`config.mk`:
```
export PLATFORM = sky130hd
export DESIGN_NAME = text_rle_5bit_packer
export DESIGN_NICKNAME = d
export VERILOG_FILES = /design/src/rtl/trp_pkg.sv /design/src/rtl/trp_fifo.sv /design/src/rtl/trp_front.sv /design/src/rtl/trp_back.sv /design/src/rtl/text_rle_5bit_packer.sv
export SDC_FILE = /design/constraint.sdc
export NUM_CORES = 1
export LEC_CHECK = 0
export BUFFER_PORTS_ARGS = -buffer_cell sky130_fd_sc_hd__buf_2
export CAP_MARGIN = 0
export CORE_MARGIN = 5
export CORE_UTILIZATION = 55
export DETAILED_ROUTE_END_ITERATION = 7
export PLACE_DENSITY = 0.76
export SLEW_MARGIN = 20
export SYNTH_ARGS = -nofsm -noshare
export SYNTH_HDL_FRONTEND = slang
export SYNTH_SLANG_ARGS = --single-unit
```
`constraint.sdc`:
```
create_clock -name clk_i -period 14.3 [get_ports clk_i]
set_clock_uncertainty 0.1 [all_clocks]
set_input_delay 1.43 -clock clk_i [delete_from_list [all_inputs] [get_ports clk_i]]
set_output_delay 1.43 -clock clk_i [all_outputs]
set_load 0.02 [all_outputs]
```
`src/rtl/trp_pkg.sv`:
```
`timescale 1ns / 1ps
// Shared types, constants and character coding functions for the text run-length packer.
// Used by trp_front, trp_fifo, trp_back and text_rle_5bit_packer; depends on nothing.

package trp_pkg;

  // Code values and run limits.
  localparam logic [4:0] CodeMark     = 5'd31;
  localparam logic [4:0] CodeSpace    = 5'd26;
  localparam logic [4:0] CodePeriod   = 5'd27;
  localparam logic [4:0] CodeComma    = 5'd28;
  localparam logic [4:0] CodeNewline  = 5'd29;
  localparam logic [4:0] CodeQuestion = 5'd30;
  localparam logic [5:0] MinRun       = 6'd4;
  localparam logic [5:0] MaxRunChunk  = 6'd34;

  // Default depth of the queue between the front and back parts.
  localparam int unsigned FifoDepth = 4;

  // Up to three codes, first code in the top bits, with the number of valid codes.
  typedef struct packed {
    logic [14:0] codes;
    logic [1:0]  cnt;
  } grp_t;

  // One queue entry: up to five codes, first code in the top bits, unused codes zero.
  typedef struct packed {
    logic [24:0] codes;
    logic [2:0]  cnt;
    logic        flush;
  } qent_t;

  // Fold lower-case letters to upper case.
  function automatic logic [7:0] fold_char(logic [7:0] c);
    logic [7:0] r;
    r = c;
    if (c >= 8'h61 && c <= 8'h7A) begin
      r = c - 8'd32;
    end
    return r;
  endfunction

  // Map a folded character to its 5-bit code.
  function automatic logic [4:0] char_code(logic [7:0] c);
    logic [7:0] d;
    logic [4:0] r;
    d = c - 8'h41;
    if (c >= 8'h41 && c <= 8'h5A) begin
      r = d[4:0];
    end else begin
      unique case (c)
        8'h20:   r = CodeSpace;
        8'h2E:   r = CodePeriod;
        8'h2C:   r = CodeComma;
        8'h0A:   r = CodeNewline;
        8'h3F:   r = CodeQuestion;
        default: r = CodeMark;
      endcase
    end
    return r;
  endfunction

  // Codes written when a run of the given code and length is closed.
  function automatic grp_t close_run(logic [4:0] code, logic [5:0] len);
    grp_t       g;
    logic [5:0] lm3;
    lm3 = len - 6'd3;
    g.codes = '0;
    g.cnt   = 2'd0;
    if (len == 6'd0 || code == CodeMark) begin
      g.cnt = 2'd0;
    end else if (len >= MinRun) begin
      g.codes = {CodeMark, code, lm3[4:0]};
      g.cnt   = 2'd3;
    end else if (len == 6'd1) begin
      g.codes = {code, 10'd0};
      g.cnt   = 2'd1;
    end else if (len == 6'd2) begin
      g.codes = {code, code, 5'd0};
      g.cnt   = 2'd2;
    end else begin
      g.codes = {code, code, code};
      g.cnt   = 2'd3;
    end
    return g;
  endfunction

endpackage

```
`src/rtl/trp_fifo.sv`:
```
`timescale 1ns / 1ps
// Short queue of code groups between the front and back parts.
// Depends on trp_pkg for the entry type.

module trp_fifo #(
  parameter int unsigned Depth = trp_pkg::FifoDepth
) (
  input  logic           clk_i,
  input  logic           rst_ni,
  input  logic           push_i,
  input  trp_pkg::qent_t wdata_i,
  output logic           full_o,
  input  logic           pop_i,
  output logic           valid_o,
  output trp_pkg::qent_t rdata_o
);

  localparam int unsigned PtrW = (Depth > 1) ? $clog2(Depth) : 1;
  localparam int unsigned CntW = $clog2(Depth + 1);
  localparam logic [PtrW-1:0] LastPtr = PtrW'(Depth - 1);
  localparam logic [CntW-1:0] FullCnt = CntW'(Depth);

  trp_pkg::qent_t mem_q [Depth];
  logic [PtrW-1:0] wptr_q, rptr_q;
  logic [CntW-1:0] cnt_q;
  logic            do_push, do_pop;

  assign full_o  = (cnt_q == FullCnt);
  assign valid_o = (cnt_q != '0);
  assign rdata_o = mem_q[rptr_q];
  assign do_push = push_i && !full_o;
  assign do_pop  = pop_i && valid_o;

  // Storage, written at the write pointer.
  always_ff @(posedge clk_i) begin
    if (do_push) begin
      mem_q[wptr_q] <= wdata_i;
    end
  end

  // Pointers and fill count.
  always_ff @(posedge clk_i or negedge rst_ni) begin
    if (!rst_ni) begin
      wptr_q <= '0;
      rptr_q <= '0;
      cnt_q  <= '0;
    end else begin
      if (do_push) begin
        wptr_q <= (wptr_q == LastPtr) ? '0 : wptr_q + PtrW'(1);
      end
      if (do_pop) begin
        rptr_q <= (rptr_q == LastPtr) ? '0 : rptr_q + PtrW'(1);
      end
      if (do_push && !do_pop) begin
        cnt_q <= cnt_q + CntW'(1);
      end else if (!do_push && do_pop) begin
        cnt_q <= cnt_q - CntW'(1);
      end
    end
  end

endmodule

```
`src/rtl/trp_front.sv`:
```
`timescale 1ns / 1ps
// Front part: accepts items, tracks the open run and turns each item into a group of codes.
// Depends on trp_pkg for coding functions and the queue entry type.

module trp_front (
  input  logic           clk_i,
  input  logic           rst_ni,
  input  logic           valid_i,
  output logic           ready_o,
  input  logic           command_i,
  input  logic [7:0]     char_byte_i,
  input  logic           line_end_i,
  input  logic           full_i,
  output logic           push_o,
  output trp_pkg::qent_t entry_o
);

  logic [7:0]    run_char_q, run_char_d;
  logic [5:0]    run_len_q, run_len_d;
  logic [7:0]    folded;
  logic [4:0]    cur_code;
  logic          same;
  trp_pkg::grp_t grp_a, grp_b;
  logic [4:0]    shift_a;
  logic          accept;

  assign ready_o  = !full_i;
  assign accept   = valid_i && !full_i;
  assign push_o   = accept;
  assign folded   = trp_pkg::fold_char(char_byte_i);
  assign cur_code = trp_pkg::char_code(run_char_q);
  assign same     = (run_len_q != 6'd0) && (folded == run_char_q);

  // Classify the item: codes from closing or chunking the old run, then from a line end or the end marker of a command.
  always_comb begin
    run_char_d = run_char_q;
    run_len_d  = run_len_q;
    grp_a      = '0;
    grp_b      = '0;
    if (command_i) begin
      grp_a      = trp_pkg::close_run(cur_code, run_len_q);
      grp_b      = '{codes: {trp_pkg::CodeMark, trp_pkg::CodeMark, 5'd0}, cnt: 2'd2};
      run_char_d = 8'd0;
      run_len_d  = 6'd0;
    end else begin
      if (same) begin
        if (run_len_q >= trp_pkg::MaxRunChunk) begin
          grp_a     = trp_pkg::close_run(cur_code, trp_pkg::MaxRunChunk);
          run_len_d = 6'd1;
        end else begin
          run_len_d = run_len_q + 6'd1;
        end
      end else begin
        grp_a      = trp_pkg::close_run(cur_code, run_len_q);
        run_char_d = folded;
        run_len_d  = 6'd1;
      end
      if (line_end_i) begin
        grp_b     = trp_pkg::close_run(trp_pkg::char_code(run_char_d), run_len_d);
        run_len_d = 6'd0;
      end
    end
  end

  // Join the two groups into one left-aligned code list.
  assign shift_a = {1'b0, grp_a.cnt, 2'b00} + {3'b000, grp_a.cnt};
  always_comb begin
    entry_o.codes = {grp_a.codes, 10'd0} | ({grp_b.codes, 10'd0} >> shift_a);
    entry_o.cnt   = {1'b0, grp_a.cnt} + {1'b0, grp_b.cnt};
    entry_o.flush = command_i;
  end

  // Open run state.
  always_ff @(posedge clk_i or negedge rst_ni) begin
    if (!rst_ni) begin
      run_char_q <= 8'd0;
      run_len_q  <= 6'd0;
    end else if (accept) begin
      run_char_q <= run_char_d;
      run_len_q  <= run_len_d;
    end
  end

endmodule

```
`src/rtl/trp_back.sv`:
```
`timescale 1ns / 1ps
// Back part: packs queued codes MSB-first behind the pending bits and emits whole bytes.
// Depends on trp_pkg for the queue entry type.

module trp_back (
  input  logic           clk_i,
  input  logic           rst_ni,
  input  logic           valid_i,
  input  trp_pkg::qent_t entry_i,
  output logic           pop_o,
  output logic           m_valid_o,
  input  logic           m_ready_i,
  output logic [7:0]     m_byte_o,
  output logic           m_last_o
);

  logic [6:0]  pend_q;
  logic [2:0]  pcnt_q;
  logic [31:0] sh_q;
  logic [2:0]  left_q;
  logic        ov_q;
  logic [7:0]  ob_q;
  logic        ol_q;

  logic [31:0] acc, rest;
  logic [5:0]  nbits;
  logic [2:0]  nbytes, rem, tot;
  logic [6:0]  pend_d;
  logic [2:0]  pcnt_d;
  logic        out_free, move, pop;

  // Place pending bits and the new codes in one top-aligned word.
  assign acc    = {pend_q, entry_i.codes} << (3'd7 - pcnt_q);
  assign nbits  = {3'd0, pcnt_q} + {1'b0, entry_i.cnt, 2'b00} + {3'd0, entry_i.cnt};
  assign nbytes = nbits[5:3];
  assign rem    = nbits[2:0];
  assign rest   = acc << {nbytes, 3'b000};

  // Leftover bits, and the byte count including the padded end byte.
  always_comb begin
    pend_d = rest[31:25] >> (3'd7 - rem);
    pcnt_d = rem;
    tot    = nbytes;
    if (entry_i.flush) begin
      pend_d = 7'd0;
      pcnt_d = 3'd0;
      if (rem != 3'd0) begin
        tot = nbytes + 3'd1;
      end
    end
  end

  assign out_free = !ov_q || m_ready_i;
  assign move     = out_free && (left_q != 3'd0);
  assign pop      = valid_i && ((left_q == 3'd0) || ((left_q == 3'd1) && out_free));
  assign pop_o    = pop;

  assign m_valid_o = ov_q;
  assign m_byte_o  = ob_q;
  assign m_last_o  = ol_q;

  // Control: pending count, bytes left and output valid.
  always_ff @(posedge clk_i or negedge rst_ni) begin
    if (!rst_ni) begin
      pcnt_q <= 3'd0;
      pend_q <= 7'd0;
      left_q <= 3'd0;
      ov_q   <= 1'b0;
    end else begin
      if (move) begin
        ov_q <= 1'b1;
      end else if (m_ready_i) begin
        ov_q <= 1'b0;
      end
      // A new entry replaces the count once the previous item's last byte moves out.
      if (pop) begin
        left_q <= tot;
        pend_q <= pend_d;
        pcnt_q <= pcnt_d;
      end else if (move) begin
        left_q <= left_q - 3'd1;
      end
    end
  end

  // Byte shifter and output register.
  always_ff @(posedge clk_i) begin
    if (move) begin
      ob_q <= sh_q[31:24];
      ol_q <= (left_q == 3'd1);
    end
    if (pop) begin
      sh_q <= acc;
    end else if (move) begin
      sh_q <= sh_q << 8;
    end
  end

endmodule

```
`src/rtl/text_rle_5bit_packer.sv`:
```
`timescale 1ns / 1ps
// Top level of the text run-length packer with 5-bit codes.
// Depends on trp_pkg, trp_front, trp_fifo and trp_back.
//
// Usage:
//   The slave stream carries one item per handshake: tdata is the ASCII character,
//   tlast marks the last character of a line, and tuser set to 1 ends the text
//   (flush, append the end marker and pad the last byte).
//   The master stream carries packed bytes, first code in the top bits; tlast is
//   set on the final byte caused by one input item. Items causing no byte emit nothing.
//   Throughput: one item per cycle while the code queue is not full; the byte shifter
//   in the back part sends the bytes of each entry out one at a time, and the code
//   queue (FifoDepth entries) absorbs bursts of items that produce several bytes.
//   Path: the first byte of an item passes the queue write at the edge that accepts
//   it, then the shifter load, then the output register.
//   Reset clears the open run, the pending bits and the queue; the next item starts
//   a new text. When the receiver stalls, the output register holds its byte, the
//   queue fills and s_axis_tready drops once it is full.

module text_rle_5bit_packer #(
  parameter int unsigned FifoDepth = trp_pkg::FifoDepth
) (
  input  logic       clk_i,
  input  logic       rst_ni,
  input  logic       s_axis_tvalid,
  output logic       s_axis_tready,
  input  logic [7:0] s_axis_tdata,   // [7:0] char_byte
  input  logic       s_axis_tlast,   // line_end
  input  logic       s_axis_tuser,   // [0] command
  output logic       m_axis_tvalid,
  input  logic       m_axis_tready,
  output logic [7:0] m_axis_tdata,   // [7:0] out_byte
  output logic       m_axis_tlast    // last_of_item
);

  trp_pkg::qent_t push_entry, pop_entry;
  logic           push, full, q_valid, pop;

  // Front part: run tracking and code grouping.
  trp_front u_front (
    .clk_i      (clk_i),
    .rst_ni     (rst_ni),
    .valid_i    (s_axis_tvalid),
    .ready_o    (s_axis_tready),
    .command_i  (s_axis_tuser),
    .char_byte_i(s_axis_tdata),
    .line_end_i (s_axis_tlast),
    .full_i     (full),
    .push_o     (push),
    .entry_o    (push_entry)
  );

  // Queue of code groups.
  trp_fifo #(
    .Depth(FifoDepth)
  ) u_fifo (
    .clk_i  (clk_i),
    .rst_ni (rst_ni),
    .push_i (push),
    .wdata_i(push_entry),
    .full_o (full),
    .pop_i  (pop),
    .valid_o(q_valid),
    .rdata_o(pop_entry)
  );

  // Back part: bit packing and byte output.
  trp_back u_back (
    .clk_i    (clk_i),
    .rst_ni   (rst_ni),
    .valid_i  (q_valid),
    .entry_i  (pop_entry),
    .pop_o    (pop),
    .m_valid_o(m_axis_tvalid),
    .m_ready_i(m_axis_tready),
    .m_byte_o (m_axis_tdata),
    .m_last_o (m_axis_tlast)
  );

endmodule

```
Word-level counts from Yosys, hierarchy flattened

Memory sizes are Yosys's and may differ from the RTL's.
Index checks and enable logic that the tools add are counted.

Input port bits: 14
Output and inout bits: 11
Bits in registers: 76
Memory bits (writable): 116
Memories kept: 1
Word-level logic and storage cells: 144

Bitwise logic cells: 1
Add/sub/neg operators: 18
Muxes and demuxes: 48
Equality and inequality tests: 21
Order comparisons: 9
Shifts and indexed selects: 4
Reductions and logical operators: 30

Memories:

| memory       | depth | bits a word | read ports | clocked after Yosys merged registers in | write ports | RTL line       | RTL |
|---|---|---|---|---|---|---|---|
| u_fifo.mem_q | 4     | 29          | 1          | 0                                       | 1           | trp_fifo.sv:23 | `trp_pkg::qent_t mem_q [Depth];` |

Operator list:

| cell                                                           | count |
|---|---|
| two-way mux 17 bit                                             | 7 |
| == test 8 x 6 -> 1 bit, second input constant                  | 8 |
| two-way mux 32 bit                                             | 2 |
| two-way mux 15 bit                                             | 3 |
| two-way mux 8 bit                                              | 4 |
| left shift 32 x 3 -> 32 bit                                    | 1 |
| left shift 32 x 6 -> 32 bit                                    | 1 |
| two-way mux 6 bit                                              | 5 |
| case mux 3 bit (5 select lines)                                | 2 |
| bitwise OR 25 bit                                              | 1 |
| right shift 25 x 5 -> 25 bit                                   | 1 |
| >= comparator 8 x 7 -> 1 bit, second input constant            | 3 |
| less-or-equal comparator 8 x 7 -> 1 bit, second input constant | 3 |
| two-way mux 12 bit                                             | 2 |
| two-way mux 3 bit                                              | 7 |
| two-way mux 7 bit                                              | 3 |
| two-way mux 5 bit                                              | 4 |
| == test 8 x 4 -> 1 bit, second input constant                  | 2 |
| == test 6 x 1 -> 1 bit, second input constant                  | 2 |
| == test 6 x 2 -> 1 bit, second input constant                  | 2 |
| >= comparator 6 x 3 -> 1 bit, second input constant            | 2 |
| logical AND 1 bit                                              | 12 |
| zero test 6 bit                                                | 2 |
| == test 5 bit, second input constant                           | 2 |
| other kinds (26)                                               | 50 |

Longest topological paths before layout

Gate-level depths: netlist of the first run.

Depth after elaboration: 20
Depth in mapped cells: 18
Depth with buffers taken out: 15

Cells and area by module

From an unflattened synthesis of the first run, not the netlist that was laid out.

Cell total of the unflattened synthesis: 976
Area, all modules: 11762.5 um^2

Modules (own cells, without submodules):

| module    | area an instance (um^2) | seq. area each (um^2) | times used | cells each |
|---|---|---|---|---|
| trp_fifo  | 4664.5                  | 3658.5                | 1          | 188 |
| trp_back  | 4111.4                  | 1581.5                | 1          | 368 |
| trp_front | 2986.6                  | 350.3                 | 1          | 420 |

Worst setup path before layout of the first run

Ideal clock, no wire load.

Path type: input-to-reg
From: input port s_axis_tdata[1]
To: memory u_fifo.mem_q[0][2] (netlist bit) (data pin)
Library setup time: 0.281 ns
Slack: 9.372 ns
Data required time: 13.919 ns
Data arrival time: 4.546 ns
Path buffers: 2
Stages: 14
Cell sequence: buf_6 -> or4_1 -> buf_2 -> o221a_2 -> o311a_1 -> and3_1 -> and3_1 -> inv_1 -> ha_1 -> nor2_1 -> nor2_1 -> nor2_1 -> or2_2 -> fa_1

RTL lines:

| what        | RTL line                   | RTL |
|---|---|---|
| from (decl) | text_rle_5bit_packer.sv:27 | `input logic [7:0] s_axis_tdata,` |
| to (decl)   | trp_fifo.sv:23             |  |

==> run metrics, run 1 <==
Slew Limit Fails=0; Port Buffers=24; register-to-register setup slack=9160 ps; Avg Inst Size Synth=11.0 µm²; area added between synthesis and finish=7.15%; Pre-antenna DRT Iters=5; startpoint types=primary input; initial core utilization=55.2%; Crit path arrival time=5320 ps; Setup crit end kind=register; GRT overflow=0; n_diodes=0; Critical Path RT=14350 ps; clock sink count=192; min cycle time layout=5270 ps; Vias/cell=6.56; Main synth FF type=edfxtp_1; largest net degree at the start of global routing=63; per-cell routed wire length=21.5 µm; crit path max-delay cell type=or4_1; crit path cell chain=buf_2 -> or4_1 -> o221a_2 -> o21ai_0 -> and3_1 -> and3_1 -> inv_1 -> ha_1 -> nor3_1 -> nor2_1 -> or3_4 -> a211oi_2 -> nor2_1 -> a211oi_1; cell taking the most area after synthesis=edfxtp_1; post-synth cell types=84; synthesized cell area=12400 µm²; vias in the first global route=8839; first-pass GRT wire length=48700 µm; most common cell in the synthesized netlist=edfxtp_1; share of cells above drive strength 1=15.9%; die width=160 µm; Synth Instances=1129; GP Congestion=0.975; Final Util=59.2%; CTS H-tree depth=4; RSZ-0062 raised after global routing=false; Power Density=235 nW/µm²; Tot GR Track Use=23.7%; Area contributors post-synth=edfxtp_1, mux4_2, dfrtp_1; site row count=55; Yosys reg bits=192; Routed WL=30300 µm; FF/Latch Area=5600 µm²; Initial DRC Count=1077; leakage=4.97 nW; post-synthesis sequential area ratio=45.1%; root buffer cell=clkbuf_16; CP max stage delay=620 ps; critical path type=primary input to register; FMAX=190 MHz; Tcrit/Tclk final=36.8%; Die Span Y=160 µm; nets=1163; Clock Pin Slew Worst Setup and Hold Paths=80 ps; Setup Viol. Count Final=0; DPL Wire Length=21800 µm; post-layout total power=3.12 mW; num ports=25; CTS tree=built; setup TNS=0 ps; Ys Warns=0; multi-input logic area=6370 µm²; Post-synth EDFFs=157; Num CTS Buffers=17; Slew HR=31.2%; die footprint=25600 µm²; post-route ant nets=0; Final WS setup=9030 ps; post-CTS resize count=0; Vias=9241; Post-Syn Nets=1182; Synth top area share=38.1%; max cap viols=0; final hold vios=0; CP Max Fanout=17; status=finished, final reports clean; most frequent cells after synthesis=edfxtp_1, nand2_1, nor2_1, o21ai_0, mux4_2; Max Buffers Root-to-Sink=2; post-place setup slack=8710 ps; # Post-CTS Setup Buffers=0; hold_buf cts=0; initial antenna violation count=0; pin slew with the least headroom to its limit=1020 ps; filler instances=1808; worst min-delay path class=register to register; asr flop ratio synth=18.2%; DRC Markers=0; core footprint=22400 µm²; clk_lat worst skew=440 ps; Max VDD drop=164 µV
flip-flops by register name (all words and copies together) (netlist names):
register,flops
u_fifo.cnt_q,3
u_back.m_valid_o,1
u_back.pcnt_q,3
u_fifo.wptr_q,2
u_back.sh_q,32
u_back.left_q,3
u_back.m_last_o,1
u_fifo.mem_q,116
u_back.m_byte_o,8
u_back.pend_q,7
u_fifo.rptr_q,2
u_front.run_len_q,6
u_front.run_char_q,8
cells in the final DEF, fill, tap and decap left out, types with 14 or more instances in the layout:
| master | netlist | layout |
|---|---|---|
| o211ai_1 | 14 | 14 |
| clkbuf_16 | 0 | 17 |
| o21ai_0 | 67 | 67 |
| mux4_2 | 57 | 57 |
| nand3_1 | 24 | 24 |
| inv_1 | 34 | 34 |
| edfxtp_1 | 157 | 157 |
| nor2b_1 | 14 | 14 |
| buf_2 | 7 | 24 |
| nor2_1 | 86 | 86 |
| a21oi_1 | 51 | 51 |
| mux2_2 | 27 | 27 |
| ha_1 | 35 | 35 |
| nand2_1 | 126 | 126 |
| mux2i_1 | 44 | 44 |
| nor3_1 | 29 | 28 |
| dfrtp_1 | 35 | 33 |
| xor2_1 | 14 | 14 |
worst max-delay path, delay by kind of cell:
kind	cells	cell delay, ps
simple gates	7	1900
compound gates	4	1450
buf+inv	2	270
fa+ha+maj	1	250
metrics by stage:
| stage | area (µm²) | hold slack (ps) | instances |
|---|---|---|---|
| after floorplan | 12400 | 300 | 1129 |
| after global placement | 12700 | 302 | 1376 |
| after detailed placement | 12700 | 306 | 1376 |
| after CTS | 13300 | 325 | 1408 |
| after global routing | 13300 | 332 | 1408 |
| final | 13300 | 323 | 1408 |
path summary, 6_finish.rpt:
path / start / end / cells after the start
setup / recovery: s_axis_tdata[2] / u_fifo.mem_q[2][7] / 14
hold / removal: u_back.sh_q[29] / u_back.m_byte_o[5] / 0
setup reg to reg: u_fifo.rptr_q[0] / u_back.pend_q[0] / 13
hold reg to reg: u_back.sh_q[29] / u_back.m_byte_o[5] / 0
max in group asynchronous: rst_ni / u_fifo.rptr_q[0] / 1
min in group asynchronous: rst_ni / u_front.run_char_q[4] / 1
routing by layer:
metal  vias up  routed length, µm  track usage [%]
met2       359              14900             39.3
met3        63               1700             3.46
li1       4294                  -                -
met1      4525              12900             32.2
met5         -                  0                0
met4         0                782             8.56
cell families (layout without fill, tap and decap cells):
group / count (synthesis) / in the layout / share of synthesized area [%]
buffers and inverters: 110 / 104 / 3.50
XOR/XNOR: 27 / 27 / 1.91
multiplexers: 128 / 128 / 16.4
adder cells (fa/ha/maj): 39 / 39 / 4.18
AND/OR/NAND/NOR: 367 / 367 / 14.3
AO/OA/AOI/OAI: 266 / 266 / 14.6
flip-flops: 192 / 192 / 45.1
power by group:
| part | internal, mW | switching [mW] | total (mW) |
|---|---|---|---|
| combinational | 0.671 | 1.05 | 1.72 |
| sequential | 0.830 | 0.0887 | 0.918 |
| clock | 0.239 | 0.242 | 0.481 |
cell type report:
type	instances	share of cell area (%)
inverter	37	1.05
clock inverter	15	1.38
sequential	192	42.2
clock buffer	17	3.21
tap	285	2.69
timing repair buffer	35	1.53
multi-input combinational	827	48.0
(Power assumes the default switching activity.)
==> inputs of run 2 (changes only) <==
PLACE_DENSITY = 0.79   (was 0.76)
clock period = 4.5 ns   (was 14.3 ns; I/O delays follow)
==> run 2 against run 1 <==
Setup slack got worse by 8700 ps. Flip-flop and latch count did not move. Core utilization rose by 0.75 points. Sequential power rose to 3.2 times the previous value. Final cell count rose by 1.9%. Via count rose by 2.6%. Design area rose by 1.3%. Critical path depth fell by 2. Worst hold slack got worse by 310 ps. Largest power group unchanged. Clock-buffer cell count rose by 2. Register-to-register slack got worse by 8900 ps. Total power rose to 3.2 times the previous value. Highest routed layer unchanged.
==> run metrics, run 2 (synthesis results as in run 1) <==
status=finished, final reports clean; filler instances=1781; nets=1191; # Post-CTS Setup Buffers=0; min cycle time layout=4210 ps; clock sink count=192; pin slew with the least headroom to its limit=865 ps; Tcrit/Tclk final=93.6%; worst min-delay path class=primary input to asynchronous set/reset pin; CTS H-tree depth=4; crit path cell chain=ha_1 -> or3b_2 -> a21oi_1 -> a2111oi_0 -> a211o_1 -> nor3_1 -> buf_4 -> a211o_1 -> buf_4 -> o21ai_0 -> a31oi_1 -> o311ai_0; critical path type=register to register; register-to-register setup slack=290 ps; leakage=5.07 nW; Critical Path RT=4510 ps; Crit path arrival time=4220 ps; Max VDD drop=446 µV; most frequent cells in the layout=edfxtp_1, nand2_1, nor2_1; post-route ant nets=0; R2R depth=12; startpoint types=register; num ports=25; DP Area=12900 µm²; Slew Limit Fails=0; per-cell routed wire length=21.4 µm; FF/Latch Area=5600 µm²; commonest non-fill, non-tap cell in the layout=edfxtp_1; Vias/cell=6.61; GRT overflow=0; share of cells above drive strength 1=17.7%; Die Span Y=160 µm; Setup Viol. Count Final=0; Initial DRC Count=1092; first-pass GRT wire length=48700 µm; DPL Wire Length=22500 µm; initial core utilization=55.2%; CP Buf/Inv Count=2; hold_buf cts=0; biggest regs=u_fifo.mem_q x116, u_back.sh_q x32; Worst R2R Start=u_front.run_char_q[1]; Routed WL=30700 µm; area added between synthesis and finish=8.51%; die width=160 µm; Power Density=740 nW/µm²; worst r2r dst=u_fifo.mem_q[2][15]; RSZ-0062 raised after global routing=false; FMAX=237 MHz; Max Buffers Root-to-Sink=2; setup TNS=0 ps; crit path max-delay cell type=o311ai_0; Port Buffers=24; post-CTS resize count=0; initial antenna violation count=0; site row count=55; max cap viols=0; multi-input logic area=6370 µm²; Vias=9485; Final WS setup=287 ps; largest net degree at the start of global routing=71; Final Instance Area=13400 µm²; DRC Markers=0; die footprint=25600 µm²; CP Max Fanout=14; root buffer cell=clkbuf_16; clk_lat worst skew=440 ps; GP Congestion=1.00; post-place setup slack=124 ps; crit-path leading delay family=compound AO/OA/AOI/OAI gates; n_diodes=0; Slew HR=41.6%; core footprint=22400 µm²; Setup crit end kind=register; Clock Pin Slew Worst Setup and Hold Paths=80 ps; vias in the first global route=9093; Pre-antenna DRT Iters=6; Tot GR Track Use=23.6%; Most flops, register=u_fifo.mem_q; final hold vios=0; Num CTS Buffers=17; CTS tree=built; max reg flops=116; CP max stage delay=800 ps
run 2: changes by cell type in the layout (fill, tap and decap cells not counted), moves of 2 or more:
cell	delta
inv_12	-2
clkinv_4	+4
inv_8	-2
buf_12	+2
clkbuf_1	+2
buf_4	+26
clkinvlp_4	+3
clkinv_8	-4
run 2: how the worst max path moves through the flow:
| stage | startpoint | end | slack [ps] | cells past startpoint |
|---|---|---|---|---|
| CTS | u_front.run_char_q[1] | u_fifo.mem_q[2][15] | 390 | 12 |
| detailed placement | s_axis_tdata[0] | u_fifo.mem_q[0][9] | 120 | 13 |
| global route | u_front.run_char_q[1] | u_fifo.mem_q[2][15] | 110 | 13 |
| global placement | s_axis_tdata[0] | u_fifo.mem_q[1][9] | 290 | 13 |
| floorplan | u_fifo.rptr_q[0] | u_back.pend_q[0] | 60 | 17 |
| finish | u_front.run_char_q[1] | u_fifo.mem_q[2][15] | 290 | 12 |
run 2: area by class of cell:
type,instances,share of cell area (%)
Inverter,37,1.03
Multi-Input combinational cell,827,47.4
Clock buffer,19,3.22
Clock inverter,12,0.791
Tap cell,285,2.65
Sequential cell,192,41.6
Timing Repair Buffer,63,3.26
run 2: report_power, final:
part           total (mW)  internal [mW]  switching (mW)
Sequential           2.93           2.64           0.287
Combinational        5.62           2.25            3.37
Clock                1.39          0.717           0.674
Total                9.94           5.61            4.33
run 2: worst register-to-register path, stage by stage (launching register included):
cell,delay (ps)
dfrtp_1,520
ha_1,320
or3b_2,220
a21oi_1,90
a2111oi_0,630
a211o_1,220
nor3_1,70
buf_4,160
a211o_1,250
buf_4,190
o21ai_0,140
a31oi_1,170
o311ai_0,800
run 2: layer usage:
layer	part of all wire (%)	vias to the layer above	global-route usage, %
li1	-	4352	-
met1	40	4612	31.0
met2	50	437	40.1
met3	6.0	84	3.28
met4	3.5	0	8.96
met5	0	-	0
run 2: through the flow:
step / power [mW] / hold WS (ps) / instances / utilization, %
3_3_place_gp: 8.35 / 302 / 1404 / 57.5
3_5_place_dp: 8.48 / 305 / 1404 / 57.5
2_1_floorplan: 7.02 / 54.4 / 1129 / -
4_1_cts: 9.89 / 34.3 / 1435 / 59.9
6_report: 9.94 / 10.3 / 1435 / 59.9
5_1_grt: 10.5 / 72.1 / 1435 / 59.9
==> inputs of run 3 (changes only) <==
SYNTH_HIERARCHICAL = 1   (was not set)
==> run 3 against run 2 <==
Register-to-register slack better by 70 ps. Area after synthesis down 5.0%. Sequential power decreased by 2%. Synthesized cell count down 14%. Fmax grew 1.7%. Final cell count shrank 11%. Design area down 5.1%. Critical path type unchanged. Critical endpoint is now u_back/pend_q[1]. Largest power group unchanged. Highest routed layer unchanged.
==> run metrics, run 3 <==
status=finished, final reports clean; Ys Warns=6; commonest non-fill, non-tap cell in the layout=edfxtp_1; initial antenna violation count=0; asr flop ratio synth=18.2%; Area contributors post-synth=edfxtp_1, mux4_2, dfrtp_1; area added between synthesis and finish=8.48%; GRT overflow=0; share of power burned in registers=30.9%; startpoint types=register; CP Max Fanout=12; largest net degree at the start of global routing=55; post-CTS resize count=0; combinational power share=52.3%; Yosys reg bits=192; Crit path arrival time=4340 ps; post-route ant nets=0; post-synth cell types=93; Most flops, register=u_fifo/mem_q; Routed WL=26600 µm; leakage=4.77 nW; DRC Markers=0; Tcrit/Tclk final=92.0%; GP Congestion=0.972; Net Sw Frac=41.2%; DPL Wire Length=18700 µm; Main synth FF type=edfxtp_1; most common cell in the synthesized netlist=edfxtp_1; FMAX=241 MHz; die footprint=24400 µm²; Pre-antenna DRT Iters=5; Post-synth EDFFs=157; pin slew with the least headroom to its limit=869 ps; Slew Limit Fails=0; filler instances=1601; synthesized cell area=11800 µm²; Clock Power Share=16.7%; RSZ-0062 raised after global routing=false; n_diodes=0; Pint=5.48 mW; CTS H-tree depth=4; biggest regs=u_fifo/mem_q x116, u_back/sh_q x32; Post-Syn Nets=1024; cell taking the most area after synthesis=edfxtp_1; net switching power figure=3.84 mW; nets=1037; worst r2r dst=u_back/pend_q[1]; max reg flops=116; most frequent cells in the layout=edfxtp_1, nand2_1, mux4_2; Power Density=731 nW/µm²; Vias=8323; max cap viols=0; worst min-delay path class=primary input to asynchronous set/reset pin; Worst R2R Start=u_fifo/rptr_q[0]; register-to-register setup slack=360 ps; Clock Pin Slew Worst Setup and Hold Paths=70 ps; Synth Instances=976; Critical Path RT=4700 ps; R2R depth=11; Setup crit start=u_fifo/rptr_q[0]; post-synthesis sequential area ratio=47.5%; Setup crit end kind=register; Max Buffers Root-to-Sink=2; CP Capture Point=u_back/pend_q[1]; share of cells above drive strength 1=20.6%; Max VDD drop=408 µV; Num CTS Buffers=17; vias in the first global route=8112; Setup Viol. Count Final=0; root buffer cell=clkbuf_16; site row count=53; Initial DRC Count=832; Tot GR Track Use=22.5%; initial core utilization=56.0%; core footprint=21000 µm²; Vias/cell=6.52; clock sink count=192; die width=156 µm; first-pass GRT wire length=43400 µm; num ports=25; Die Span Y=156 µm; Synth top area share=40.1%; clk_lat worst skew=440 ps; # Post-CTS Setup Buffers=0; setup TNS=0 ps; min cycle time layout=4140 ps; final hold slack=23.2 ps; per-cell routed wire length=20.8 µm; CTS tree=built; Port Buffers=24; Slew HR=41.6%; hold_buf cts=0; final hold vios=0; Avg Inst Size Synth=12.1 µm²; critical path type=register to register; most frequent cells after synthesis=edfxtp_1, nand2_1, mux4_2, nor2_1, o21ai_0
## run 3: cell types whose count changed in the layout (fill, tap and decap cells not counted), moves of 12 or more
| cell | before | now |
|---|---|---|
| nand2_1 | 126 | 110 |
| nor3_1 | 28 | 16 |
| nor2_1 | 86 | 47 |
| a21oi_1 | 51 | 34 |
| o21ai_0 | 67 | 44 |
| mux2_4 | 0 | 14 |
| mux2i_1 | 44 | 32 |
## run 3: worst min-delay path by stage
stage | startpoint | end | slack (ps) | cells past startpoint
floorplan | rst_ni | u_back/left_q[0] | 50 | 0
global placement | u_back/sh_q[24] | u_back/m_byte_o[0] | 300 | 0
detailed placement | u_back/sh_q[24] | u_back/m_byte_o[0] | 310 | 0
CTS | rst_ni | u_back/left_q[1] | 40 | 1
global route | rst_ni | u_back/m_valid_o | 80 | 1
finish | rst_ni | u_back/m_valid_o | 20 | 1
## run 3: layer usage
| metal | vias up | global-route usage (%) | share of wire (%) |
|---|---|---|---|
| li1 | 3794 | - | - |
| met1 | 4099 | 29.8 | 41 |
| met2 | 366 | 38.1 | 51 |
| met3 | 64 | 3.57 | 5.7 |
| met4 | 0 | 7.77 | 2.5 |
| met5 | - | 0 | 0 |
## run 3: final cells by class
type	instances	area, µm²	area share (%)
clock buffer	17	425	3.33
tap	275	344	2.70
sequential	192	5590	43.8
inverter	32	120	0.941
clock inverter	15	204	1.60
multi-input combinational	690	5710	44.8
timing repair buffer	56	360	2.82
## run 3: power by group through the flow
stage | Sequential, mW | Clock [mW] | Combinational (mW)
floorplan | 2.86 | 0 | 3.67
global placement | 2.89 | 0 | 4.69
detailed placement | 2.92 | 0 | 4.78
CTS | 2.89 | 1.58 | 4.83
global route | 2.94 | 1.67 | 5.27
finish | 2.88 | 1.56 | 4.88
## run 3: kinds of logic after synthesis
group	count (synthesis)	share of synthesized area, %
multiplexers	122	17.0
adder cells (fa/ha/maj)	34	3.87
AND/OR/NAND/NOR	288	12.5
buffers and inverters	94	3.90
XOR/XNOR	30	2.23
flip-flops	192	47.5
AO/OA/AOI/OAI	216	13.0
## run 3: critical path, stage by stage (launching register included)
cell and delay (ps):
dfrtp_2 520, mux4_2 590, inv_1 100, fa_1 410, inv_1 110, ha_1 250
and3_1 160, o21ai_0 450, and2_1 540, mux4_2 470, mux2i_4 200, o211ai_1 120
## run 3: per-stage QoR
| step | std cells | total power, mW | instance area, µm² | worst slack (ps) | utilization [%] |
|---|---|---|---|---|---|
| finish | 1277 | 9.32 | 12800 | 359 | 60.7 |
| global route | 1277 | 9.87 | 12800 | 53.2 | 60.7 |
| CTS | 1277 | 9.31 | 12800 | 368 | 60.7 |
| detailed placement | 1245 | 7.70 | 12100 | 216 | 57.7 |
| global placement | 1245 | 7.58 | 12100 | 319 | 57.7 |
| floorplan | 976 | 6.52 | 11800 | 507 | - |
